$ cat src/hw/rtl/cu_ram.sv
// Generic simple dual-port RAM with one write port and a registered read port.
module cu_ram #(
    parameter int WIDTH = 8,
    parameter int DEPTH = 16
) (
    input  logic                     i_clk,
    input  logic                     i_we,
    input  logic [$clog2(DEPTH)-1:0] i_waddr,
    input  logic [WIDTH-1:0]         i_wdata,
    input  logic [$clog2(DEPTH)-1:0] i_raddr,
    output logic [WIDTH-1:0]         o_rdata
);

    logic [WIDTH-1:0] r_mem [DEPTH];
    logic [WIDTH-1:0] r_rdata;

    always_ff @(posedge i_clk) begin
        if (i_we) begin
            r_mem[i_waddr] <= i_wdata;
        end
        r_rdata <= r_mem[i_raddr];
    end

    assign o_rdata = r_rdata;

endmodule

$ cat config.mk
export PLATFORM = sky130hd
export DESIGN_NAME = cu_ram
export DESIGN_NICKNAME = d
export VERILOG_FILES = /design/src/hw/rtl/cu_ram.sv
export SDC_FILE = /design/constraint.sdc
export NUM_CORES = 1
export LEC_CHECK = 0
export BUFFER_PORTS_ARGS = -buffer_cell sky130_fd_sc_hd__buf_2
export CORE_MARGIN = 2
export CORE_UTILIZATION = 60
export CTS_BUF_LIST = sky130_fd_sc_hd__clkbuf_8
export CTS_CLUSTER_SIZE = 20
export DETAILED_ROUTE_END_ITERATION = 8
export PLACE_DENSITY_LB_ADDON = 0.12
export SYNTH_ARGS = -nofsm -noshare
export SYNTH_HDL_FRONTEND = slang
export SYNTH_SLANG_ARGS = --single-unit
$ cat constraint.sdc
create_clock -name i_clk -period 4.34 [get_ports i_clk]
set_input_delay 0.651 -clock i_clk [delete_from_list [all_inputs] [get_ports i_clk]]
set_output_delay 0.651 -clock i_clk [all_outputs]
set_load 0.005 [all_outputs]
; ---- After elaboration in Yosys (flattened, before gate mapping)
; Memories as Yosys holds them, arrays and structs flattened. A register that Yosys moved wholly into a read port is not among the register bits.
; Index checks and enable logic that the tools add are counted.
[op_classes]
muxes = 2
[op_table]
columns = operator, n
row1 = 1-bit two-way mux, 2
[totals]
memories = 1
output_inout_bits = 8
wordCells = 3
input_bits = 18
mem_bits_rw = 128
reg_bits = 0
[mem_list]
columns = name, depth, width, rd, rd_ports_with_merged_regs, write_ports, line
row1 = r_mem, 16, 8, 1, 1, 1, 14  ; logic [WIDTH-1:0] r_mem [DEPTH];

; ---- Depth between registers and ports, before layout
[logic_depth]
word_depth = 2
depth_mapped = 5
ltp_nobuf = 3

; ---- Worst setup path after synthesis
; Ideal clock, no wire load.
[synth_path]
path_kind = input-to-reg
startpoint = in i_waddr[2]
endpoint = mem r_mem[0][0] (enable)
cell_stages = 2
slack_ps = 2196
setup_ps = 383
arrival_ps = 1761
required_time_ps = 3957
path_cell_list = or3b_2 > nor3_1
[synth_lines]
columns = element, line
row1 = start: declaration, 8  ; input logic [$clog2(DEPTH)-1:0] i_waddr,
row2 = end: declaration, 14
; No word-level cell before the write port.

; ---- Worst setup path after layout
[layout_path]
startpoint = in i_waddr[2]
endpoint = mem r_mem[0][7] (enable)
; No word-level cell before the write port.

==> results by group <==
Status
  – Status: finished clean

CTS
  – TritonCTS clock tree: yes
  – Clock Path Buffers: 2
  – CTS Sinks: 136
  – Worst skew pair latency: 0.43 ns
  – Post-CTS Setup Inserts: 0
  – Clock buffer count from CTS: 17
  – Post-CTS Hold Buffers: 0
  – # H-tree levels: 4
  – Post-cts resize count: 0
  – Root Buffer: clkbuf_8
  – Worst-path clk slew: 0.07 ns

Finish
  – Number of diodes: 0
  – Post-route cell area: 5730 um^2
  – Leading cell type in the layout, fill and taps excluded: edfxtp_1
  – Storage cell area: 4000 um^2
  – Multi-input combinational cell area: 1060 um^2
  – Layout area overhead: 11.3%
  – Post-route insts no fill: 382
  – Most frequent cells in the layout: edfxtp_1 (128), buf_2 (25), mux4_2 (18)
  – Filler cells: 537
  – Net count, final: 284
  – Share of cells above drive strength 1: 27.1%

Timing
  – Final Hold Slack: 0.603 ns
  – Final period util: 51.9%
  – Worst-margin pin slew: 1.32 ns
  – RSZ-0062 raised after global routing: no
  – Worst slew margin: 11.4%
  – Setup TNS Final: 0 ns
  – Fin. Hold Viols: 0
  – Clock period minus worst slack: 2.25 ns
  – Final number of setup-violating endpoints: 0
  – Clock Skews: 0.0107 ns
  – Fin. max-slew vios: 0
  – FMAX: 444 MHz

Synth
  – Synth cell types: 19
  – Mux share of post-synthesis cell area: 15.0%
  – Post-Syn Area: 5150 um^2
  – Net Count, Synth: 247
  – Mean post-synth cell area: 22.5 um^2
  – YS warnings: 0
  – Complex-gate fraction of the synthesized area: 2.33%
  – Main combinational cell family by area after synthesis: multiplexers
  – Post-synth top area share: 74.7%
  – Post-synthesis xor/xnor area fraction: 0%
  – Synthesized-area fraction occupied by and/or/nand/nor cells: 3.18%
  – Adder-Cell Fraction of Synth Area: 0%
  – Post-Syn Instances: 229
  – Flop and latch count out of synthesis: 136
  – Synth area leaders: edfxtp_1 (75%), mux4_2 (7.9%), mux4_1 (7.1%)
  – Part of the Yosys area used for sequential elements: 77.8%
  – Synth area leader: edfxtp_1

Critical path
  – Critical setup path kind: input port to register
  – Critical Path AT: 2.29 ns
  – CP Launch Type: input port
  – Critical Path Max Stage Delay: 1.02 ns
  – Critical-path top delay cell: nor3_1
  – CP Capture Type: register
  – Critical path cell sequence: buf_2, or3b_2, nor3_1
  – Critical path fanouts, max: 8
  – Worst Path Required: 4.37 ns

Place
  – I/O Buffers: 25
  – GPL Wtd Cong: 0.710
  – # placed instances: 352
  – Dpl hpwl: 5.38 mm
  – Post-place instance area: 5340 um^2

Detailed routing
  – Vias per cell: 6.09
  – Final ANT Viol Nets: 0
  – Via count: 2,327
  – Drt drc: 0
  – DR pass1 iterations: 4
  – Final wirelength: 8.93 mm
  – DR iter-0 viols: 301
  – Wire length per cell: 23.4 um

GRT
  – First-pass GRT wire length: 13.7 mm
  – Total track usage: 20.9%
  – Initial antenna violation count: 0
  – Vias in the first global route: 2,351
  – Largest net degree at the start of global routing: 33
  – Grt total ovfl: 0

Power
  – Psw: 0.533 mW
  – Static leakage: 1.90 nW
  – Combinational power share: 4.7%
  – Power, Total: 2.61 mW
  – Clock network power share: 38.8%
  – Int Pwr: 2.08 mW
  – Register share of total power: 56.5%
  – Pwr/cell area: 456 nW/um^2
  – VDD IR max: 308 uV
  – Switching share of power: 20.4%

Floorplanning
  – Core footprint: 8260 um^2
  – Die area: 9340 um^2
  – Initial Utilization: 62.3%
  – Die Y-Extent: 96.6 um
  – Die Wd: 96.6 um
  – Ports: 26
  – Row count: 33

Worst hold path
  – Hold crit path type: input port to register

Run
  – Max Cap Viol: 0
[area by class of cell]
class | count | share of cell area (%)
multi-input cells | 83 | 18.4
well taps | 105 | 2.29
clock inverters | 13 | 2.73
repair buffers | 28 | 2.58
flip-flops and latches | 136 | 69.9
clock buffers | 17 | 4.08
[registers in the layout, summed over array words and instances, names as in the netlist]
name     count
r_mem      128
o_rdata      8
[kinds of logic after synthesis]
family,after synthesis
flip-flops,136
AO/OA/AOI/OAI,16
multiplexers,32
buffers and inverters,10
AND/OR/NAND/NOR,35
[critical path, delay by kind of cell]
family        cells  cell delay (ns)
buf+inv           1             0.11
simple gates      2             1.52
[Yosys cell counts, drive strengths merged]
cell type,n
nor2b,1
or3b,1
dfxtp,8
edfxtp,128
nor2,13
nand2b,2
buf,7
a22oi,16
nand3,1
and2b,1
nand2,9
nand3b,2
nor3,4
mux4,32
and2,1
clkdlybuf4s25,3
[final timing paths]
check,from,end,slack [ns],depth (start not counted)
hold / removal,i_wdata[4],r_mem[14][4],0.60,1
hold reg to reg,r_mem[4][1],o_rdata[1],0.67,3
setup reg to reg,r_mem[0][5],o_rdata[5],2.96,3
setup / recovery,i_waddr[2],r_mem[0][7],2.09,3
[routing by layer]
| layer | global-route usage [%] | share of wire (%) |
|---|---|---|
| met2 | 32.6 | 53 |
| met5 | 0 | 0 |
| met1 | 29.2 | 39 |
| met4 | 6.50 | 0.94 |
| met3 | 6.29 | 7.1 |
[power by group through the flow]
| stage | logic [mW] | registers [mW] | clock network [mW] |
|---|---|---|---|
| after detailed placement | 0.125 | 1.50 | 0 |
| final | 0.123 | 1.48 | 1.01 |
| after global routing | 0.135 | 1.48 | 1.09 |
| after CTS | 0.126 | 1.48 | 1.03 |
| after global placement | 0.123 | 1.50 | 0 |
| after floorplan | 0.0745 | 1.50 | 0 |
[metrics by stage]
stage                     util [%]  worst slack [ns]
final                         69.4              2.09
after global routing          69.4              2.02
after CTS                     69.4              2.10
after detailed placement      64.7              1.64
after global placement        64.7              1.63
after floorplan                  -              2.20
Power figures use the tool's default switching activity.
