[config.mk]
export PLATFORM = sky130hd
export DESIGN_NAME = cu_fill
export DESIGN_NICKNAME = d
export VERILOG_FILES = /design/src/hw/rtl/cu_pkg.sv /design/src/hw/rtl/cu_fill.sv
export SDC_FILE = /design/constraint.sdc
export NUM_CORES = 1
export LEC_CHECK = 0
export BUFFER_PORTS_ARGS = -buffer_cell sky130_fd_sc_hd__buf_2
export CORE_ASPECT_RATIO = 1.4
export CORE_MARGIN = 8
export CORE_UTILIZATION = 55
export DETAILED_ROUTE_END_ITERATION = 7
export GPL_ROUTABILITY_DRIVEN = 0
export PLACE_DENSITY = 0.85
export SYNTH_ARGS = -nofsm -noshare
export SYNTH_HDL_FRONTEND = slang
export SYNTH_SLANG_ARGS = --single-unit
export TNS_END_PERCENT = 1
[constraint.sdc]
create_clock -name i_clk -period 12.6 [get_ports i_clk]
set_clock_uncertainty 0.15 [all_clocks]
set_input_delay 1.89 -clock i_clk [delete_from_list [all_inputs] [get_ports i_clk]]
set_output_delay 1.89 -clock i_clk [all_outputs]
set_load 0.02 [all_outputs]
[src/hw/rtl/cu_pkg.sv]
// Shared constants, types and codes for the combination unrank block.
package cu_pkg;

    localparam int MAX_SET_SIZE = 64;
    localparam int MAX_CHOOSE   = 16;

    localparam int RANK_W = 49;
    localparam int N_W    = 7;
    localparam int K_W    = 5;
    localparam int POS_W  = 6;
    localparam int SLOT_W = 4;
    localparam int CFG_W  = 7;

    // Binomial table: one row per top value, one column per bottom value minus one.
    localparam int ROW_W     = (MAX_SET_SIZE > 1) ? $clog2(MAX_SET_SIZE) : 1;
    localparam int COL_W     = (MAX_CHOOSE > 1) ? $clog2(MAX_CHOOSE) : 1;
    localparam int ADDR_W    = ROW_W + COL_W;
    localparam int TBL_DEPTH = 1 << ADDR_W;

    // The candidate can run below zero by up to the choose count.
    localparam int V_W = $clog2(MAX_SET_SIZE + MAX_CHOOSE + 1) + 1;

    typedef logic [ADDR_W-1:0] t_addr;
    typedef logic [RANK_W-1:0] t_binom;

    typedef struct packed {
        logic   we;
        t_addr  waddr;
        t_binom wdata;
        t_addr  raddr;
    } t_tbl_req;

    typedef enum logic [0:0] {
        CFG_SET_SIZE     = 1'b0,
        CFG_CHOOSE_COUNT = 1'b1
    } t_cfg_idx;

    typedef enum logic [1:0] {
        ST_IDLE   = 2'b01,
        ST_SEARCH = 2'b10
    } t_state;

endpackage

[src/hw/rtl/cu_fill.sv]
// Sequencer that builds the binomial table row by row from the row above after reset.
module cu_fill
    import cu_pkg::*;
(
    input  logic     i_clk,
    input  logic     i_rst_n,
    input  t_binom   i_rdata,
    output t_tbl_req o_req,
    output logic     o_done
);

    logic             r_run;
    logic [ROW_W-1:0] r_row;
    logic [COL_W-1:0] r_col;
    logic             r_wr_pend;
    logic [ROW_W-1:0] r_wr_row;
    logic [COL_W-1:0] r_wr_col;
    t_binom           r_left;
    logic             r_done;
    logic             last_entry;
    t_binom           left_term;

    assign last_entry = (r_row == ROW_W'(MAX_SET_SIZE - 1)) && (r_col == COL_W'(MAX_CHOOSE - 1));

    // The entry to the left in the row above is C(v-1, b-1); the first column adds C(v-1, 0).
    assign left_term = (r_wr_col == '0) ? RANK_W'(1) : r_left;

    always_comb begin
        o_req.raddr = {r_row - ROW_W'(1), r_col};
        o_req.we    = r_wr_pend;
        o_req.waddr = {r_wr_row, r_wr_col};
        o_req.wdata = (r_wr_row == '0) ? '0 : (i_rdata + left_term);
    end

    always_ff @(posedge i_clk) begin
        if (!i_rst_n) begin
            r_run     <= 1'b1;
            r_row     <= '0;
            r_col     <= '0;
            r_wr_pend <= 1'b0;
            r_done    <= 1'b0;
        end else begin
            r_wr_pend <= r_run;
            if (r_run) begin
                if (last_entry) begin
                    r_run <= 1'b0;
                end else if (r_col == COL_W'(MAX_CHOOSE - 1)) begin
                    r_col <= '0;
                    r_row <= r_row + ROW_W'(1);
                end else begin
                    r_col <= r_col + COL_W'(1);
                end
            end
            if (r_wr_pend && !r_run) begin
                r_done <= 1'b1;
            end
        end
    end

    always_ff @(posedge i_clk) begin
        r_wr_row <= r_row;
        r_wr_col <= r_col;
        if (r_wr_pend) begin
            r_left <= i_rdata;
        end
    end

    assign o_done = r_done;

endmodule

[Yosys cells after proc, flatten, opt, wreduce, memory -nomap -nowiden]
Cells that the tools add are included.
W data, S select, Z words.
Cells by class
  reductions and logical operators: 7
  mux-type cells: 5
  $add $sub $neg: 4
  bitwise logic cells: 1
  equal/unequal tests: 2
Operator list (count)
  $mux W49: 2
  $add A49 B49 Y49: 1
  $add A6 B1 Y6 const B: 1
  $eq A6 B6 Y1 const B: 1
  $logic_not A6 Y1: 1
  $sub A6 B1 Y6 const B: 1
  $add A4 B1 Y4 const B: 1
  $eq A4 B4 Y1 const B: 1
  $logic_not A4 Y1: 1
  $mux W4: 1
  $reduce_and A3 Y1: 1
  $logic_and A1 B1 Y1: 2
  $mux W1: 2
  $reduce_and A2 Y1: 1
  $logic_not A1 Y1: 1
  $not A1 Y1: 1
Word-level totals
  flip-flop bits (word level): 72
  output and inout port bits: 71
  word-level logic and storage cells: 27
  input port bits: 51

[Longest topological paths before layout]
  word-level depth: 4
  depth in mapped cells: 16
  depth with buffers taken out: 14

[Least setup slack after synthesis]
OpenSTA, ideal clock, no wires.
  kind: input -> output
  start: in i_rdata[0]
  end: out o_req[48] (netlist name)
  required time: 10.560 ns
  data arrival time: 4.361 ns
  path buffers: 0
  stages: 12
  slack: 6.199 ns
  path through: ha_1 > inv_1 > fa_1 > nor2b_1 > o211ai_1 > a31o_2 > o21ai_0 > a21o_1 > a21oi_1 > nor3_1 > nor3_1 > nor3_1
RTL lines
  start: declaration: line cu_fill.sv:7  | input t_binom i_rdata,
  end: declaration: line cu_fill.sv:8  | output t_tbl_req o_req,

==> impl_results.md <==
- Critical path capture point type: output port
- F_max: around 140 MHz
- Die area: roughly 14000 um^2
- Cell depth of the worst setup path: 14
- Final instance area: 6600 um^2
- Worst R2R Path Depth: 7
- Drt via density: 5.84
- Worst-skew pair later-pin latency: around 340 ps
- Final hold vios: 0
- Die Ht: 136 um
- Mapped cell area: 5630 um^2
- Worst Setup SP: i_rdata[0]
- Vias: about 5200
- TritonCTS clock tree: done
- PortBufs: roughly 120
- Synth cell types: 60
- Final Max Slew Viols: 0
- Synthesized Nets: approximately 760
- Clock power share: roughly 33%
- Total grt overflow: 0
- Non-filler cells, final: a little under 900
- Hold Path Stages: 0
- Power Internal: between 0.0005 and 0.0006 W
- WL/cell: 16.5 um
- Status: completed
- Sequential Power Share: about a third
- IO Pins: between 100 and 150
- CTS sink cnt: 72
- Number of global-route vias before repair: 5277
- Core Footprint: 9950 um^2
- CP required: 10560 ps
- RR Startpoint: r_row[0]$_SDFFE_PN0P_
- Cts bufs inserted: 9
- Maximum VDD drop: 86.1 uV
- CTS clk-pin slew, worst paths: 60 ps
- RSZ-0062 raised after global routing: no
- Syn avg cell area: about 8.6 um^2
- Final core utilization: about two thirds
- First-pass GRT wire length: 24300 um
- Async set-reset flop share out of synthesis: 0%
- Total Wirelength: 14800 um
- Synthesized flop and latch total: a little over 70
- CP top delay family: compound AO/OA/AOI/OAI gates
- Pwr dens: ~120 nW/um^2
- Cells after Synth: 653
- DR DRC count: 0
- Placed insts: just under 900
- NetSw: around 0.00026 W
- Leak pwr: 2.96 nW
- Hold/Removal Path Class: reg2reg
- Critical-path maximum fanout: 3
- CTS root buffer: clkbuf_16
- Post-synthesis sequential area ratio: roughly a third
- CTS max path bufs: 2
- Cell Area, Placed: about 6300 um^2
- Final net count: 858
- Die X-Extent: between 100 and 150 um
- Comb pwr share: about a third
- Critical-path top delay cell: o21ai_0
- Antenna fix cells: 0
- Hold slack: approximately 260 ps
- MaxCap Viol Count: 0
- Slew margin rel.: 39.0%
- Tcrit/Tclk final: 55.6%
- Crit path kind: in2out
- Antenna violations before repair: 0
- PostCTS Resize Cnt: 0
- Layout cells sized above 1: slightly above 20%
- CTS Hold Bufs: 0
- Dpl hpwl: 11400 um
- H-tree depth: 3
- Drt first-iter violations: 255
- Setup_tns: 0 ps
- Crit path launch type: input pin
- CP bufs+invs: 3
- ANT nets after route: 0
- Router iterations before antenna repair: 5
- Count of final setup violators: 0
- Yosys Warn Count: 0
- Least-Margin Pin Slew: 915 ps
- Sw Ratio: between 30% and 40%
- Initial Util: roughly 57%
- Pin count of the biggest net entering global routing: approximately 50
- Min-delay src: r_col[3]$_SDFFE_PN0P_
- Post-synth EDFFs: 49
- GRT Total Usage: approximately 22%
- Synthesis-to-finish area growth: 17.4%
- CP Cell Sequence: buf_2 > ha_1 > inv_1 > fa_1 > nor2b_1 > o211ai_1 > a31o_2 > o21ai_0 > a21o_1 > a21oi_1 > o21ai_0 > mux2i_1 > nand3_1 > buf_2
- Tmin final: between 7000 and 8000 ps
- Arr. time, crit path: slightly below 5000 ps
- CP max stage delay: 430 ps
- Most used DFF post-synth: edfxtp_1
- Row cnt: between 40 and 50
- Post-CTS setup buffer count: 0
[power groups by stage]
| stage | Clock (W) | Combinational [W] | Sequential (W) |
|---|---|---|---|
| after floorplan | 0 | 0.000182 | 0.000276 |
| after global placement | 0 | 0.000237 | 0.000272 |
| after detailed placement | 0 | 0.000243 | 0.000273 |
| after CTS | 0.000263 | 0.000244 | 0.000268 |
| after global routing | 0.000272 | 0.000276 | 0.000269 |
| final | 0.000259 | 0.000249 | 0.000268 |
[stage by stage]
stage               total power, W  setup slack [ps]
global route              0.000816              5350
floorplan                 0.000458              6200
finish                    0.000775              5590
detailed placement        0.000516              5600
CTS                       0.000776              5600
global placement          0.000509              5710
[worst reg2reg max path: cells and delay by family (launching register included)]
kind                     cells  cell delay (ps)
AO/OA/AOI/OAI                1              160
flip-flops                   1              350
AND/OR/NAND/NOR              5             1480
adder cells (fa/ha/maj)      1              230
[cells in the mapped netlist (7+ instances only)]
| library cell | n | area share [%] |
|---|---|---|
| a31oi_1 | 7 | 0.78 |
| nor2b_1 | 54 | 6.0 |
| and2_1 | 9 | 1.0 |
| nor2_1 | 63 | 4.2 |
| xnor2_1 | 28 | 4.4 |
| clkbuf_1 | 25 | 1.7 |
| a21o_1 | 22 | 2.9 |
| ha_1 | 51 | 11 |
| nand3_1 | 12 | 1.1 |
| o21bai_1 | 7 | 0.93 |
| o21ai_0 | 28 | 2.5 |
| and3_1 | 7 | 0.78 |
| inv_1 | 21 | 1.4 |
| edfxtp_1 | 49 | 26 |
| xor2_1 | 21 | 3.3 |
| dfxtp_1 | 23 | 8.2 |
| nand4_1 | 21 | 2.3 |
| a21oi_1 | 65 | 5.8 |
| nor3_1 | 16 | 1.4 |
| nand2_1 | 49 | 3.3 |
[per-layer routing]
metal	GRT usage [%]	share of wire [%]
met4	9.48	2.9
met2	37.7	50
met3	5.71	6.5
met1	24.4	40
met5	0	0
[flip-flops by register name (all words and copies together), names as in the netlist]
signal and count:
r_left 49, r_wr_col 4, r_run 1, r_col 4
r_wr_row 6, o_done 1, r_wr_pend 1, r_row 6
[final cells by class]
cell class / count / area (um^2)
multi-input cells: 528 / 3490
fillers: 842 / 3350
flip-flops and latches: 72 / 1930
repair buffers: 123 / 621
clock buffers: 11 / 264
well taps: 135 / 169
inverters: 21 / 78.8
clock inverters: 5 / 43.8
[path summary, 6_finish.rpt]
kind,end,slack (ps)
setup / recovery,o_req[56],5590
hold / removal,r_wr_col[3]$_DFF_P_,260
setup reg to reg,r_row[5]$_SDFFE_PN0P_,10170
hold reg to reg,r_wr_col[3]$_DFF_P_,260
[cells in the final DEF (no fill, tap or decap), types with 2 or more instances in the layout]
cell type    n
a211oi_1     5
a21boi_0     4
a21o_1      22
a21oi_1     65
a31o_2       2
a31oi_1      7
and2_1       9
and3_1       6
and3b_1      2
buf_2      121
buf_4        2
clkbuf_16   10
dfxtp_1     22
edfxtp_1    49
ha_1        51
inv_1       21
inv_6        2
mux2i_1      2
nand2_1     49
nand2b_1     4
nand3_1     12
nand4_1     21
nor2_1      63
nor2b_1     54
nor3_1      16
o211ai_1     5
o21a_1       6
o21ai_0     28
o21ai_2      2
o21bai_1     7
o221ai_1     2
o31ai_1      2
or2_2        3
or3_1        4
xnor2_1     28
xor2_1      21
[cell families after synthesis]
group | synth area share (%)
muxes | 0.356
and+or+nand+nor | 22.6
xor gates and xnor gates | 7.63
adders and majority gates | 11.7
AOI/OAI and AO/OA | 19.7
DFF | 34.3
buffers and inverters | 3.69
Power figures use the tool's default switching activity.
