`config.mk`:
```
export PLATFORM = sky130hd
export DESIGN_NAME = cu_search
export DESIGN_NICKNAME = d
export VERILOG_FILES = /design/src/hw/rtl/cu_pkg.sv /design/src/hw/rtl/cu_search.sv
export SDC_FILE = /design/constraint.sdc
export NUM_CORES = 1
export LEC_CHECK = 0
export BUFFER_PORTS_ARGS = -buffer_cell sky130_fd_sc_hd__clkbuf_2
export CAP_MARGIN = 20
export CORE_MARGIN = 3
export CORE_UTILIZATION = 41
export CTS_CLUSTER_SIZE = 12
export DETAILED_ROUTE_END_ITERATION = 8
export PLACE_DENSITY = 0.6
export SLEW_MARGIN = 40
export SYNTH_ARGS = -nofsm -noshare
export SYNTH_HDL_FRONTEND = slang
export SYNTH_SLANG_ARGS = --single-unit
```
`constraint.sdc`:
```
create_clock -name i_clk -period 6.75 [get_ports i_clk]
set_input_delay 1.6875 -clock i_clk [delete_from_list [all_inputs] [get_ports i_clk]]
set_output_delay 1.6875 -clock i_clk [all_outputs]
set_load 0.03 [all_outputs]
```
`src/hw/rtl/cu_pkg.sv`:
```
// Shared constants, types and codes for the combination unrank block.
package cu_pkg;

    localparam int MAX_SET_SIZE = 64;
    localparam int MAX_CHOOSE   = 16;

    localparam int RANK_W = 49;
    localparam int N_W    = 7;
    localparam int K_W    = 5;
    localparam int POS_W  = 6;
    localparam int SLOT_W = 4;
    localparam int CFG_W  = 7;

    // Binomial table: one row per top value, one column per bottom value minus one.
    localparam int ROW_W     = (MAX_SET_SIZE > 1) ? $clog2(MAX_SET_SIZE) : 1;
    localparam int COL_W     = (MAX_CHOOSE > 1) ? $clog2(MAX_CHOOSE) : 1;
    localparam int ADDR_W    = ROW_W + COL_W;
    localparam int TBL_DEPTH = 1 << ADDR_W;

    // The candidate can run below zero by up to the choose count.
    localparam int V_W = $clog2(MAX_SET_SIZE + MAX_CHOOSE + 1) + 1;

    typedef logic [ADDR_W-1:0] t_addr;
    typedef logic [RANK_W-1:0] t_binom;

    typedef struct packed {
        logic   we;
        t_addr  waddr;
        t_binom wdata;
        t_addr  raddr;
    } t_tbl_req;

    typedef enum logic [0:0] {
        CFG_SET_SIZE     = 1'b0,
        CFG_CHOOSE_COUNT = 1'b1
    } t_cfg_idx;

    typedef enum logic [1:0] {
        ST_IDLE   = 2'b01,
        ST_SEARCH = 2'b10
    } t_state;

endpackage

```
`src/hw/rtl/cu_search.sv`:
```
// Downward search over table candidates that emits one position per slot.
module cu_search
    import cu_pkg::*;
(
    input  logic              i_clk,
    input  logic              i_rst_n,
    input  logic              i_go,
    input  logic [RANK_W-1:0] i_rank,
    input  logic [N_W-1:0]    i_set_size,
    input  logic [K_W-1:0]    i_choose_count,
    input  t_binom            i_rdata,
    output t_addr             o_raddr,
    output logic              o_active,
    output logic              o_valid,
    output logic [POS_W-1:0]  o_position,
    output logic [SLOT_W-1:0] o_slot,
    output logic              o_last
);

    t_state                   r_state, n_state;
    logic [RANK_W-1:0]        r_x;
    logic signed [V_W-1:0]    r_v;
    logic [K_W-1:0]           r_b;
    logic [SLOT_W-1:0]        r_c;
    logic [N_W-1:0]           r_n;
    logic                     r_valid;
    logic [POS_W-1:0]         r_pos;
    logic [SLOT_W-1:0]        r_slot;
    logic                     r_last;

    logic [N_W-1:0]           n_clamp;
    logic [K_W-1:0]           k_clamp;
    logic signed [V_W-1:0]    v_init;
    logic signed [V_W-1:0]    v_dec;
    logic [K_W-1:0]           b_m1;
    logic [K_W-1:0]           b_m2;
    logic [K_W-1:0]           k_m1;
    logic                     below;
    t_binom                   eff;
    logic                     fit;
    logic [V_W-1:0]           pos_full;

    assign n_clamp = (i_set_size > N_W'(MAX_SET_SIZE)) ? N_W'(MAX_SET_SIZE) : i_set_size;
    assign k_clamp = (i_choose_count > K_W'(MAX_CHOOSE)) ? K_W'(MAX_CHOOSE) : i_choose_count;

    assign v_init = $signed(V_W'(n_clamp)) - V_W'(1);
    assign v_dec  = r_v - V_W'(1);
    assign b_m1   = r_b - K_W'(1);
    assign b_m2   = r_b - K_W'(2);
    assign k_m1   = k_clamp - K_W'(1);

    // A candidate below the bottom value has a binomial of zero whatever the table holds.
    assign below = r_v < $signed(V_W'(r_b));
    assign eff   = below ? '0 : i_rdata;
    assign fit   = eff <= r_x;

    assign pos_full = V_W'(r_n) - V_W'(1) - $unsigned(r_v);

    // The next read is chosen from this compare so that a new slot starts without a bubble.
    always_comb begin
        unique case (r_state)
            ST_IDLE:   o_raddr = {v_init[ROW_W-1:0], k_m1[COL_W-1:0]};
            ST_SEARCH: o_raddr = {v_dec[ROW_W-1:0], fit ? b_m2[COL_W-1:0] : b_m1[COL_W-1:0]};
            default:   o_raddr = '0;
        endcase
    end

    always_comb begin
        n_state = r_state;
        unique case (r_state)
            ST_IDLE: begin
                if (i_go && (k_clamp != '0)) begin
                    n_state = ST_SEARCH;
                end
            end
            ST_SEARCH: begin
                if (fit && (r_b == K_W'(1))) begin
                    n_state = ST_IDLE;
                end
            end
            default: n_state = ST_IDLE;
        endcase
    end

    always_ff @(posedge i_clk) begin
        if (!i_rst_n) begin
            r_state <= ST_IDLE;
            r_valid <= 1'b0;
        end else begin
            r_state <= n_state;
            r_valid <= (r_state == ST_SEARCH) && fit;
        end
    end

    always_ff @(posedge i_clk) begin
        unique case (r_state)
            ST_IDLE: begin
                if (i_go) begin
                    r_x <= i_rank;
                    r_v <= v_init;
                    r_b <= k_clamp;
                    r_c <= '0;
                    r_n <= n_clamp;
                end
            end
            ST_SEARCH: begin
                r_v <= v_dec;
                if (fit) begin
                    r_x    <= r_x - eff;
                    r_b    <= b_m1;
                    r_c    <= r_c + SLOT_W'(1);
                    r_pos  <= pos_full[POS_W-1:0];
                    r_slot <= r_c;
                    r_last <= (r_b == K_W'(1));
                end
            end
            default: begin
                r_v <= r_v;
            end
        endcase
    end

    assign o_active   = (r_state != ST_IDLE);
    assign o_valid    = r_valid;
    assign o_position = r_pos;
    assign o_slot     = r_slot;
    assign o_last     = r_last;

endmodule
```
# ---- Word-level counts from Yosys, hierarchy flattened
# Cells that the tools add are included.
dict set report word_totals {
  regBits 86
  romBits 0
  out_inout_bits 23
  in_bits 113
  latchBits 0
  ram_bits 0
  memories 0
  wordCells 60
}
dict set report op_classes {
  n_lt_le_gt_ge 4
  add_sub_neg 9
  n_eq_ne 8
  n_mul 0
  reduce_logical 10
  n_shift 0
  n_div 0
  n_mux 19
  n_bitwise 0
}
# operator n
set ops {}
lappend ops {{two-way mux 49 bit} 3}
lappend ops {{one-hot mux 49 bit (2 select lines)} 1}
lappend ops {{<= comparator 49 bit} 1}
lappend ops {{subtractor 49 bit} 1}
lappend ops {{one-hot mux 10 bit (2 select lines)} 1}
lappend ops {{one-hot mux 8 bit (2 select lines)} 1}
lappend ops {{two-way mux 5 bit} 3}
lappend ops {{two-way mux 4 bit} 3}
lappend ops {{one-hot mux 5 bit (2 select lines)} 1}
lappend ops {{< comparator 8 x 6 -> 1 bit} 1}
lappend ops {{two-way mux 8 bit} 1}
lappend ops {{inequality test 2 bit, second input constant} 4}
lappend ops {{one-hot mux 4 bit (2 select lines)} 1}
lappend ops {{AND reduction 2 bit} 4}
lappend ops {{subtractor 7 x 1 -> 8 bit, second input constant} 1}
lappend ops {{subtractor 8 x 2 -> 8 bit, second input constant} 1}
lappend ops {{greater-than comparator 7 bit, second input constant} 1}
lappend ops {{two-way mux 7 bit} 1}
lappend ops {{subtractor 6 x 1 -> 6 bit, second input constant} 1}
lappend ops {{subtractor 6 bit} 1}
lappend ops {{equality test 5 x 1 -> 1 bit, second input constant} 1}
lappend ops {{greater-than comparator 5 bit, second input constant} 1}
lappend ops {{nonzero test 5 bit} 1}
lappend ops {{subtractor 5 x 1 -> 5 bit, second input constant} 1}
lappend ops {{11 further kinds} 14}

# ---- Depth between registers and ports, before layout
# Gate-level depths: netlist of the first run.
dict set report depth {
  depth_word 6
  ltp_mapped 22
  mapped_depth_nobuf 20
}

# ---- Worst setup path before layout of the first run
# No wires, ideal clock.
dict set report synth_path {
  kind {input port to output port}
  from {input port i_rdata[32]}
  to {output port o_raddr[1]}
  arrival_ns 4.345
  path_buffers 1
  stages 11
  slack_ns 0.718
  required_time_ns 5.062
  cell_sequence {nand2_1 > ha_1 > clkbuf_1 > nand4_1 > or3_1 > or3_1 > nor2_1 > a211oi_1 > nand2_1 > mux2_2 > o22ai_1}
}
dict set report synth_via {
  elab_chain_len 4
}
# item line_no
set synth_lines {}
lappend synth_lines {{from (decl)} cu_search.sv:11} ;# input t_binom i_rdata,
lappend synth_lines {{two-way mux 49 bit} cu_search.sv:54} ;# assign eff = below ? '0 : i_rdata;
lappend synth_lines {{<= comparator 49 bit} cu_search.sv:55} ;# assign fit = eff <= r_x;
lappend synth_lines {{two-way mux 4 bit} cu_search.sv:63} ;# ST_SEARCH: o_raddr = {v_dec[ROW_W-1:0], fit ? b_m2[COL_W-1:0] : b_m1[COL_W-1:0]};
lappend synth_lines {{one-hot mux 10 bit (2 select lines)} cu_search.sv:61} ;# unique case (r_state)
lappend synth_lines {{to (decl)} cu_search.sv:12} ;# output t_addr o_raddr,
# Every way passes these cells.

# ---- Final worst setup path of the first run
dict set report layout_path {
  from {register r_v[1]}
  to {output port o_raddr[1]}
}
dict set report layout_via {
  elab_chain_len 5
}
# item line_no
set layout_lines {}
lappend layout_lines {{from (decl)} cu_search.sv:22} ;# logic signed [V_W-1:0] r_v;
lappend layout_lines {{from (signal assigned)} cu_search.sv:100} ;# r_v <= v_init;
lappend layout_lines {{from (signal assigned)} cu_search.sv:107} ;# r_v <= v_dec;
lappend layout_lines {{from (signal assigned)} cu_search.sv:118} ;# r_v <= r_v;
lappend layout_lines {{< comparator 8 x 6 -> 1 bit} cu_search.sv:53} ;# assign below = r_v < $signed(V_W'(r_b));
lappend layout_lines {{two-way mux 49 bit} cu_search.sv:54}
lappend layout_lines {{<= comparator 49 bit} cu_search.sv:55}
lappend layout_lines {{two-way mux 4 bit} cu_search.sv:63}
lappend layout_lines {{one-hot mux 10 bit (2 select lines)} cu_search.sv:61}
# Every way passes these cells.

==> impl_metrics.csv, run 1 <==
group,metric,value,unit
place,gp_congestion,0.910,
timing,clock_skew,0.00996,ns
timing,hold_viol_final,0,
job,maxCapViolCount,0,
place,numPortBuffers,135,
clocking,clock_sinks,86,
cells_and_area,multi_input_area,4680,um2
timing,tns,0,ns
floorplan,die_width,141,um
cells_and_area,fin_nets,1135,
cells_and_area,seq_area,2550,um2
worst_setup_path,max_stage_delay,0.43,ns
logic_synthesis,synth_area_leaders,"edfxtp_1 33%, ha_1 12%, mux2_2 6.3%",
route,drt-initial-drc-count,514,
clocking,clkTransAtPathRegs,0.07,ns
worst_hold_path,hold_class,"flop to flop",
route,drtPass1Iterations,4,
logic_synthesis,synth_top_area_share,33.2,%
clocking,cts_buffers,9,
logic_synthesis,synth_edf_count,83,
floorplan,core,17600,um2
place,postPlaceCellArea,8390,um2
global_routing,grt_start_max_net_pins,51,
timing,fin_crit,6.42,ns
timing,period_share,95.1,%
clocking,clk_path_buf_depth,2,
timing,slew_headroom,51.5,%
route,routed_via_density,5.54,
floorplan,dieHeight,141,um
cells_and_area,stdcell_area,8730,um2
worst_setup_path,crit_required,5.06,ns
timing,max_slew.worst_pin.slew,0.727,ns
clocking,cts_setup_buffers,0,
global_routing,grt_pass1_wl,32.3,mm
clocking,cts_tree,"yes",
route,wl_per_cell,16.9,um
clocking,cts-root-buf,"clkbuf_16",
worst_setup_path,start_kind,"flop",
route,ant_nets,0,
pwr,irDropWorstVdd,0.194,mV
pwr,power.density,483,nW/um2
cells_and_area,antenna_cells,0,
worst_setup_path,crit_chain,"ha_1, o21ai_0, nand2b_1, a21oi_1, nor2b_1, o21ai_1, a21oi_4, buf_4, nand2_1, ha_1, nand2_1, o21ba_2, o311ai_1, a22o_1, a31oi_2, o211a_1, nand2_1, mux2_2, o22ai_1, clkbuf_2",
cells_and_area,drive_gt1_share,22.7,%
worst_setup_path,crit_buf_inv,2,
route,drt-total-wl,20.0,mm
worst_setup_path,timing.setup.critical_path_class,"flop to output pin",
timing,max_freq,156,MHz
logic_synthesis,avgSynthCellArea,8.97,um2
clocking,clk_latency,0.36,ns
logic_synthesis,synth-main-ff-cell,"edfxtp_1",
timing,slew_viol_final,0,
pwr,finalPower,4.22,mW
logic_synthesis,synthCells,836,
run_status,status,"finished, final reports clean",
logic_synthesis,synth_nets,1021,
place,hpwl,15.6,mm
logic_synthesis,yosysSeqAreaShare,34.0,%
worst_setup_path,arrival,4.73,ns
timing,rsz0062_at_grt,"false",
clocking,htreeDepth,3,
logic_synthesis,synthDistinctLibCells,60,
logic_synthesis,yosysWarnings,0,
floorplan,num_rows,48,
cells_and_area,syn2layout_area_growth,16.3,%
global_routing,track_usage,20.0,%
global_routing,grt_pass1_vias,6387,
global_routing,antenna_found_initial,0,
logic_synthesis,ys_async_sr_fraction,0,%
cells_and_area,fillers,1746,
timing,setup-violations-final,0,
pwr,power_leakage,3.65,nW
clocking,postCtsHoldBufs,0,
worst_setup_path,setup.worst_path.end_class,"output pin",
logic_synthesis,ys_ff_latch,86,
route,vias,6532,
logic_synthesis,synth_top_area_cell,"edfxtp_1",
worst_setup_path,cp_max_fo,25,
route,drcViolationCount,0,
worst_setup_path,crit_family,"compound AO/OA/AOI/OAI gates",
floorplan,dieArea,20000,um2
floorplan,io_pins,136,
floorplan,start_util,42.6,%
worst_setup_path,cp_slowest_cell,"edfxtp_1",
worst_setup_path,crit_top_cell,"nand2_1",
global_routing,overflow,0,
logic_synthesis,syn_area,7500,um2
cell type report:
cell class | instances | area share [%]
Multi-Input combinational cell | 671 | 53.7
Clock buffer | 9 | 2.58
Clock inverter | 7 | 0.989
Inverter | 39 | 1.68
Sequential cell | 86 | 29.2
Tap cell | 225 | 3.23
Timing Repair Buffer | 143 | 8.62
state kept, by name, indices dropped and copies added, names as in the netlist:
register,flops
o_position,6
r_c,4
o_valid,1
r_state,2
r_n,6
r_b,5
o_last,1
o_slot,4
r_x,49
r_v,8
worst paths after layout:
| kind | slack, ns | startpoint | endpoint | cells after the start |
|---|---|---|---|---|
| worst max-delay path | 0.33 | r_v[1] | o_raddr[1] | 20 |
| worst min-delay path | 0.49 | r_c[3] | o_slot[3] | 0 |
| worst max register to register | 1.83 | r_v[1] | r_x[16] | 19 |
| worst min register to register | 0.49 | r_c[3] | o_slot[3] | 0 |
synthesized netlist by cell type, types with 2 or more instances:
cell type    n
or3_1        5
nand3_1     22
a22o_1       2
nor2_1      46
a22oi_1      4
xor2_1      21
a211oi_1     2
o22ai_1      6
fa_1         2
nor3_1      16
or4_1        4
and2_1       8
a21o_1      23
o21a_1       7
and3_1       7
o31ai_1      2
xnor2_1     43
a31o_2       3
buf_2        5
inv_1       39
a41oi_1      3
o21ai_0     37
mux2i_1      3
nand4_1     17
a21oi_1     73
clkbuf_1    29
edfxtp_1    83
o211ai_1     6
buf_1        6
ha_1        70
mux2_2      42
nand2b_1    14
nor4_1       6
a221oi_1     3
o311ai_0     4
dfxtp_1      3
or2_2        2
a31oi_1     11
o21bai_1     9
nor2b_1     14
and4_1       5
o2111ai_1    3
nand2_1    109
worst reg2reg max path: stages, from the launching register on:
cell and delay [ns]:
edfxtp_1 0.43, ha_1 0.30, o21ai_0 0.07, nand2b_1 0.07, a21oi_1 0.06, nor2b_1 0.11
o21ai_1 0.10, a21oi_4 0.15, buf_4 0.30, nand2_1 0.12, ha_1 0.42, nand2_1 0.11
o21ba_2 0.23, o311ai_1 0.40, a22o_1 0.21, a31oi_2 0.06, o211a_1 0.30, nand3_1 0.18
and2_2 0.65, buf_12 0.32
report_power, final:
group / switching, mW / internal (mW) / total (mW)
sequential: 0.0831 / 0.822 / 0.905
combinational: 1.69 / 1.08 / 2.77
clock: 0.250 / 0.297 / 0.547
logic make-up (layout without fill, tap and decap cells):
family / after synthesis / count (layout) / synth area share, %
buffers and inverters: 79 / 198 / 4.04
adder cells (fa/ha/maj): 72 / 72 / 12.2
XOR/XNOR: 64 / 64 / 7.47
flip-flops: 86 / 86 / 34.0
AND/OR/NAND/NOR: 280 / 280 / 17.9
AO/OA/AOI/OAI: 210 / 210 / 17.7
multiplexers: 45 / 45 / 6.70
routing by layer:
| layer | part of all wire [%] | vias to the layer above | GRT usage, % |
|---|---|---|---|
| li1 | - | 3288 | - |
| met1 | 50 | 3048 | 28.8 |
| met2 | 44 | 176 | 31.6 |
| met3 | 4.9 | 20 | 2.46 |
| met4 | 1.5 | 0 | 5.46 |
| met5 | 0 | - | 0 |
cells in the final DEF, fill, tap and decap left out, drive strengths merged, types with 3 or more instances in the layout:
master   synthesis  routed
a221oi           3       3
o21bai           9       9
a31oi           11      11
nor2            46      46
and4             5       5
or3              5       5
o22ai            6       6
clkbuf          29     144
nand2b          14      14
o311ai           4       4
and2             8       8
o2111ai          3       3
or4              4       4
edfxtp          83      83
a21oi           73      73
buf             11       8
a31o             3       3
inv             39      44
o21a             7       7
nand3           22      22
mux2            42      42
or2              4       4
xnor2           43      43
a21o            23      23
dfxtp            3       3
nor2b           14      14
xor2            21      21
a22oi            4       4
nand4           17      17
nor3            16      16
nand2          109     109
and3             7       7
ha              70      70
o211ai           6       6
o21ai           38      38
mux2i            3       3
a41oi            3       3
nor4             6       6
metrics by stage:
stage	cells	setup slack (ns)	hold slack (ns)	utilization, %
5_1_grt	1180	0.00256	0.498	49.6
3_3_place_gp	1164	0.440	0.469	47.7
6_report	1180	0.331	0.487	49.6
3_5_place_dp	1164	0.422	0.470	47.7
2_1_floorplan	836	0.718	0.448	-
4_1_cts	1180	0.0663	0.489	49.5
what timing repair did:
action | 4_1_cts | 5_1_grt
endpoints found under the setup margin | 0 | 4
hold endpoints to repair | 0 | 0
gates resized for setup | 0 | 8
Power figures use the tool's default switching activity.
==> run 2, diff against run 1 <==
--- a/config.mk
+++ b/config.mk
@@ -8,10 +8,10 @@
 export BUFFER_PORTS_ARGS = -buffer_cell sky130_fd_sc_hd__clkbuf_2
 export CAP_MARGIN = 20
 export CORE_MARGIN = 3
-export CORE_UTILIZATION = 41
+export CORE_UTILIZATION = 50
 export CTS_CLUSTER_SIZE = 12
 export DETAILED_ROUTE_END_ITERATION = 8
-export PLACE_DENSITY = 0.6
+export PLACE_DENSITY = 0.71
 export SLEW_MARGIN = 40
 export SYNTH_ARGS = -nofsm -noshare
 export SYNTH_HDL_FRONTEND = slang
==> run 2 against run 1 <==
Compared with the run above:
- combinational power about the same
- maximum frequency increased by 0.79%
- utilization increased by 9.7 points
- via count increased by 1.5%
- design area decreased by 0.83%
- sequential share of layout area increased by 0.25 points
- clock power decreased by 1%
- critical path depth increased by 1
- first-iteration DRC count increased by 4.9%
- clock skew increased by 0.00095 ns
- largest power group unchanged
==> impl_metrics.csv, run 2 (same netlist as run 1, synthesis figures left out) <==
group,metric,value,unit
clocking,htreeDepth,3,
route,drt-total-wl,19.1,mm
pwr,irDropWorstVdd,0.301,mV
route,drtPass1Iterations,5,
timing,rsz0062_at_grt,"false",
global_routing,grt_start_max_net_pins,43,
route,vias,6631,
worst_setup_path,start_kind,"flop",
worst_hold_path,hold_class,"flop to flop",
cells_and_area,fillers,1291,
route,drcViolationCount,0,
pwr,power.density,485,nW/um2
cells_and_area,largest_reg_flops,49,
place,numPortBuffers,135,
pwr,finalPower,4.19,mW
clocking,clkTransAtPathRegs,0.07,ns
cells_and_area,top_register,"r_x",
place,dp_cells,1123,
cells_and_area,drive_gt1_share,22.5,%
clocking,cts_tree,"yes",
timing,period_share,94.4,%
timing,max_slew.worst_pin.slew,0.601,ns
worst_setup_path,cp_max_fo,21,
clocking,cts_setup_buffers,0,
timing,clock_skew,0.0109,ns
worst_setup_path,crit_path_start,"r_b[1]",
worst_setup_path,endpoint,"o_raddr[1]",
timing,tns,0,ns
cells_and_area,utilization,59.3,%
route,wl_per_cell,16.8,um
worst_setup_path,worst_r2r_startpoint,"r_v[1]",
cells_and_area,final_common_cell,"clkbuf_2",
timing,fin_crit,6.37,ns
job,maxCapViolCount,0,
clocking,postCtsHoldBufs,0,
route,ant_nets,0,
clocking,clk_path_buf_depth,2,
global_routing,grt_pass1_vias,6310,
cells_and_area,mostFrequentLayoutCells,"135 x clkbuf_2, 109 x nand2_1, 83 x edfxtp_1",
run_status,status,"finished, final reports clean",
timing,slew_headroom,59.6,%
clocking,cts_buffers,9,
cells_and_area,syn2layout_area_growth,15.4,%
route,drt-initial-drc-count,539,
timing,max_freq,157,MHz
global_routing,antenna_found_initial,0,
global_routing,overflow,0,
worst_setup_path,setup.worst_path.end_class,"output pin",
floorplan,io_pins,136,
floorplan,num_rows,44,
cells_and_area,seq_area,2550,um2
route,routed_via_density,5.82,
timing,setup-violations-final,0,
cells_and_area,fin_nets,1135,
cells_and_area,final_cells,1139,
floorplan,start_util,51.4,%
cells_and_area,top_regs,"r_x: 49 flops, r_v: 8 flops",
clocking,clk_latency,0.36,ns
worst_setup_path,timing.setup.critical_path_class,"flop to output pin",
floorplan,die_width,128,um
global_routing,track_usage,23.1,%
timing,hold_viol_final,0,
place,hpwl,14.8,mm
global_routing,grt_pass1_wl,30.8,mm
timing,slew_viol_final,0,
worst_setup_path,reg2reg_depth,18,
clocking,cts-root-buf,"clkbuf_16",
worst_setup_path,r2r_slack,1.69,ns
worst_setup_path,r2r_end,"r_x[12]",
cells_and_area,multi_input_area,4680,um2
floorplan,core,14600,um2
worst_hold_path,min_from,"r_c[3]",
place,gp_congestion,0.981,
timing,hold_slack,0.476,ns
floorplan,dieHeight,128,um
floorplan,dieArea,16500,um2
clocking,cts_resized,0,
cells_and_area,antenna_cells,0,
worst_setup_path,arrival,4.68,ns
pwr,power_leakage,3.64,nW
worst_setup_path,crit_required,5.06,ns
clocking,clock_sinks,86,
==> run 2: cell counts in the layout (fill, tap and decap cells not counted) <==
Identical to the previous run, type by type.
==> run 2: critical path: stages (launching register included) <==
cell and delay (ns):
edfxtp_1 0.38, inv_1 0.17, ha_1 0.26, o21ai_0 0.08
nand2b_1 0.07, a21oi_1 0.14, nor2b_1 0.06, o21ai_1 0.20
a21oi_4 0.09, buf_4 0.21, nand2_1 0.10, ha_1 0.30
a21oi_2 0.22, o21ai_0 0.17, or2_0 0.29, a22o_1 0.22
a31oi_2 0.22, o211a_1 0.29, nand2_1 0.13, mux2_2 0.31
o22ai_1 0.17, clkbuf_2 0.24
==> run 2: where the power goes <==
part	leakage (nW)	switching [mW]	internal [mW]
Combinational	2.68	1.68	1.07
Clock	0.149	0.245	0.295
Sequential	0.810	0.0807	0.822
Total	3.64	2.01	2.19
==> run 2: metal layers <==
layer	global-route usage [%]	part of all wire [%]
met5	0	0
met4	5.37	0.97
met3	3.20	6.0
met2	37.5	47
met1	33.0	46
==> run 2: cell type report <==
cell class                 count  share of cell area, %
timing repair buffer         143                   8.54
inverter                      39                   1.69
clock buffer                   9                   2.60
multi-input combinational    671                   54.0
tap                          184                   2.66
clock inverter                 7                  0.969
sequential                    86                   29.5
==> run 2: how the worst min path moves through the flow <==
stage                     slack [ns]  depth (start not counted)        end
after floorplan                 0.45                          0  o_slot[3]
after global placement          0.46                          0  o_slot[3]
after detailed placement        0.46                          0  o_slot[3]
after CTS                       0.47                          0  o_slot[3]
after global routing            0.49                          0  o_slot[3]
final                           0.48                          0  o_slot[3]
==> run 2: through the flow <==
step	worst slack, ns	cell area, um2
4_1_cts	0.105	8640
6_report	0.381	8650
3_5_place_dp	0.462	8330
3_3_place_gp	0.555	8330
2_1_floorplan	0.718	7500
5_1_grt	0.0145	8650
==> run 3, diff against run 2 <==
--- a/config.mk
+++ b/config.mk
@@ -7,6 +7,7 @@
 export LEC_CHECK = 0
 export BUFFER_PORTS_ARGS = -buffer_cell sky130_fd_sc_hd__clkbuf_2
 export CAP_MARGIN = 20
+export CORE_ASPECT_RATIO = 1.4
 export CORE_MARGIN = 3
 export CORE_UTILIZATION = 50
 export CTS_CLUSTER_SIZE = 12
==> run 3 against run 2 <==
Compared with the run above:
- via count is essentially flat
- sequential share of layout area is essentially flat
- design area grew 0.14%
- register-to-register slack gained 0.18 ns
- critical endpoint unchanged
==> impl_metrics.csv, run 3 (same netlist as run 1, synthesis figures left out) <==
group,metric,value,unit
run_status,status,"finished, final reports clean",
pwr,irDropWorstVdd,0.255,mV
job,maxCapViolCount,0,
worst_setup_path,cp_slowest_cell,"ha_1",
floorplan,io_pins,136,
timing,period_share,93.0,%
place,numPortBuffers,135,
timing,hold_viol_final,0,
cells_and_area,antenna_cells,0,
clocking,clk_path_buf_depth,2,
pwr,switching_share,47.6,%
clocking,clkTransAtPathRegs,0.07,ns
pwr,clockPowerShare,12.5,%
clocking,htreeDepth,3,
worst_setup_path,cp.depth,20,
worst_setup_path,arrival,4.59,ns
worst_setup_path,max_stage_delay,0.46,ns
worst_hold_path,hold_end,"o_slot[3]",
worst_hold_path,min_from,"r_c[3]",
worst_setup_path,crit_buf_inv,3,
cells_and_area,seq_area,2550,um2
floorplan,core,14600,um2
floorplan,die_width,110,um
worst_setup_path,crit_required,5.06,ns
route,drt-total-wl,19.7,mm
pwr,intPower,2.20,mW
timing,setup-violations-final,0,
cells_and_area,mostFrequentLayoutCells,"135 x clkbuf_2, 109 x nand2_1, 83 x edfxtp_1",
floorplan,dieArea,16500,um2
clocking,cts-root-buf,"clkbuf_16",
route,vias,6634,
worst_setup_path,crit_chain,"inv_1, ha_1, o21ai_0, nand2b_1, a21oi_1, nor2b_1, o21ai_1, a21oi_4, buf_12, nand2_1, ha_1, nand4_1, or3_1, or3_1, nor2_1, a211oi_2, nand2_1, mux2_2, o22ai_1, clkbuf_2",
global_routing,track_usage,24.3,%
worst_setup_path,reg2reg_depth,19,
worst_setup_path,cp_max_fo,37,
worst_hold_path,hold_class,"flop to flop",
floorplan,start_util,51.5,%
worst_setup_path,setup.worst_path.end_class,"output pin",
floorplan,num_rows,52,
timing,tns,0,ns
route,wl_per_cell,17.3,um
cells_and_area,top_register,"r_x",
cells_and_area,largest_reg_flops,49,
pwr,sequentialPowerShare,21.6,%
route,drtPass1Iterations,5,
worst_setup_path,r2r_end,"r_x[42]",
global_routing,grt_start_max_net_pins,38,
route,routed_via_density,5.80,
timing,slew_viol_final,0,
cells_and_area,syn2layout_area_growth,15.5,%
worst_hold_path,hold_path_depth,0,
cells_and_area,fin_nets,1134,
route,drt-initial-drc-count,303,
global_routing,grt_pass1_wl,31.7,mm
clocking,cts_buffers,9,
place,hpwl,15.2,mm
cells_and_area,fillers,1336,
timing,rsz0062_at_grt,"false",
clocking,clock_sinks,86,
pwr,p_sw,2.00,mW
timing,clock_skew,0.0117,ns
worst_setup_path,crit_family,"simple AND/OR/NAND/NOR gates",
floorplan,dieHeight,151,um
timing,max_slew.worst_pin.slew,0.659,ns
pwr,power_leakage,3.64,nW
cells_and_area,multi_input_area,4680,um2
route,ant_nets,0,
route,drcViolationCount,0,
worst_setup_path,timing.setup.critical_path_class,"flop to output pin",
timing,max_freq,159,MHz
place,gp_congestion,0.899,
clocking,clk_latency,0.35,ns
cells_and_area,drive_gt1_share,22.2,%
pwr,comb_power_share,65.9,%
timing,slew_headroom,56.1,%
worst_setup_path,r2r_slack,1.87,ns
timing,fin_crit,6.28,ns
clocking,cts_tree,"yes",
global_routing,overflow,0,
global_routing,antenna_found_initial,0,
worst_setup_path,start_kind,"flop",
pwr,power.density,484,nW/um2
pwr,finalPower,4.19,mW
global_routing,grt_pass1_vias,6740,
clocking,cts_setup_buffers,0,
worst_setup_path,worst_r2r_startpoint,"r_b[1]",
cells_and_area,top_regs,"r_x: 49 flops, r_v: 8 flops",
cells_and_area,final_common_cell,"clkbuf_2",
run 3: cell types whose count changed in the layout (fill, tap and decap cells not counted), sizes merged:
| cell | change |
|---|---|
| inv | -3 |
| clkbuf | +1 |
| clkinv | +2 |
| buf | -1 |
run 3: how the worst max path moves through the flow:
stage | start | endpoint | slack, ns
finish | r_b[1] | o_raddr[1] | 0.47
floorplan | i_rdata[32] | o_raddr[1] | 0.72
CTS | r_b[1] | o_raddr[1] | 0.26
global placement | i_rdata[16] | o_raddr[1] | 0.64
detailed placement | i_rdata[16] | o_raddr[1] | 0.60
global route | r_b[1] | o_raddr[1] | 0.004
run 3: stage by stage:
step                      setup WS [ns]  utilization, %  hold slack [ns]  cell area (um2)  instances
after detailed placement          0.603            57.3            0.468             8350       1127
after CTS                         0.258            59.3            0.486             8650       1143
after global placement            0.638            57.3            0.462             8350       1127
after floorplan                   0.718               -            0.448             7500        836
final                             0.469            59.5            0.486             8670       1143
after global routing            0.00442            59.5            0.505             8670       1143
run 3: power groups by stage:
stage | clock network, mW | logic (mW) | registers, mW
CTS | 0.525 | 2.74 | 0.905
detailed placement | 0 | 2.73 | 0.916
floorplan | 0 | 2.05 | 0.911
finish | 0.525 | 2.76 | 0.904
global route | 0.548 | 3.09 | 0.923
global placement | 0 | 2.72 | 0.909
run 3: what timing repair did:
item,4_1_cts,5_1_grt
gates resized for setup,0,3
endpoints found under the setup margin,0,4
hold buffers,0,0
run 3: layout make-up:
cell class	count	area share (%)
Clock buffer	10	2.64
Clock inverter	6	0.794
Inverter	39	1.69
Multi-Input combinational cell	671	54.0
Sequential cell	86	29.5
Tap cell	189	2.73
Timing Repair Buffer	142	8.69
run 3: per-layer routing:
layer  track usage (%)  share of wire, %
met1              28.7                40
met2              44.0                53
met3              3.84               4.9
met4              8.42               2.1
met5                 0                 0
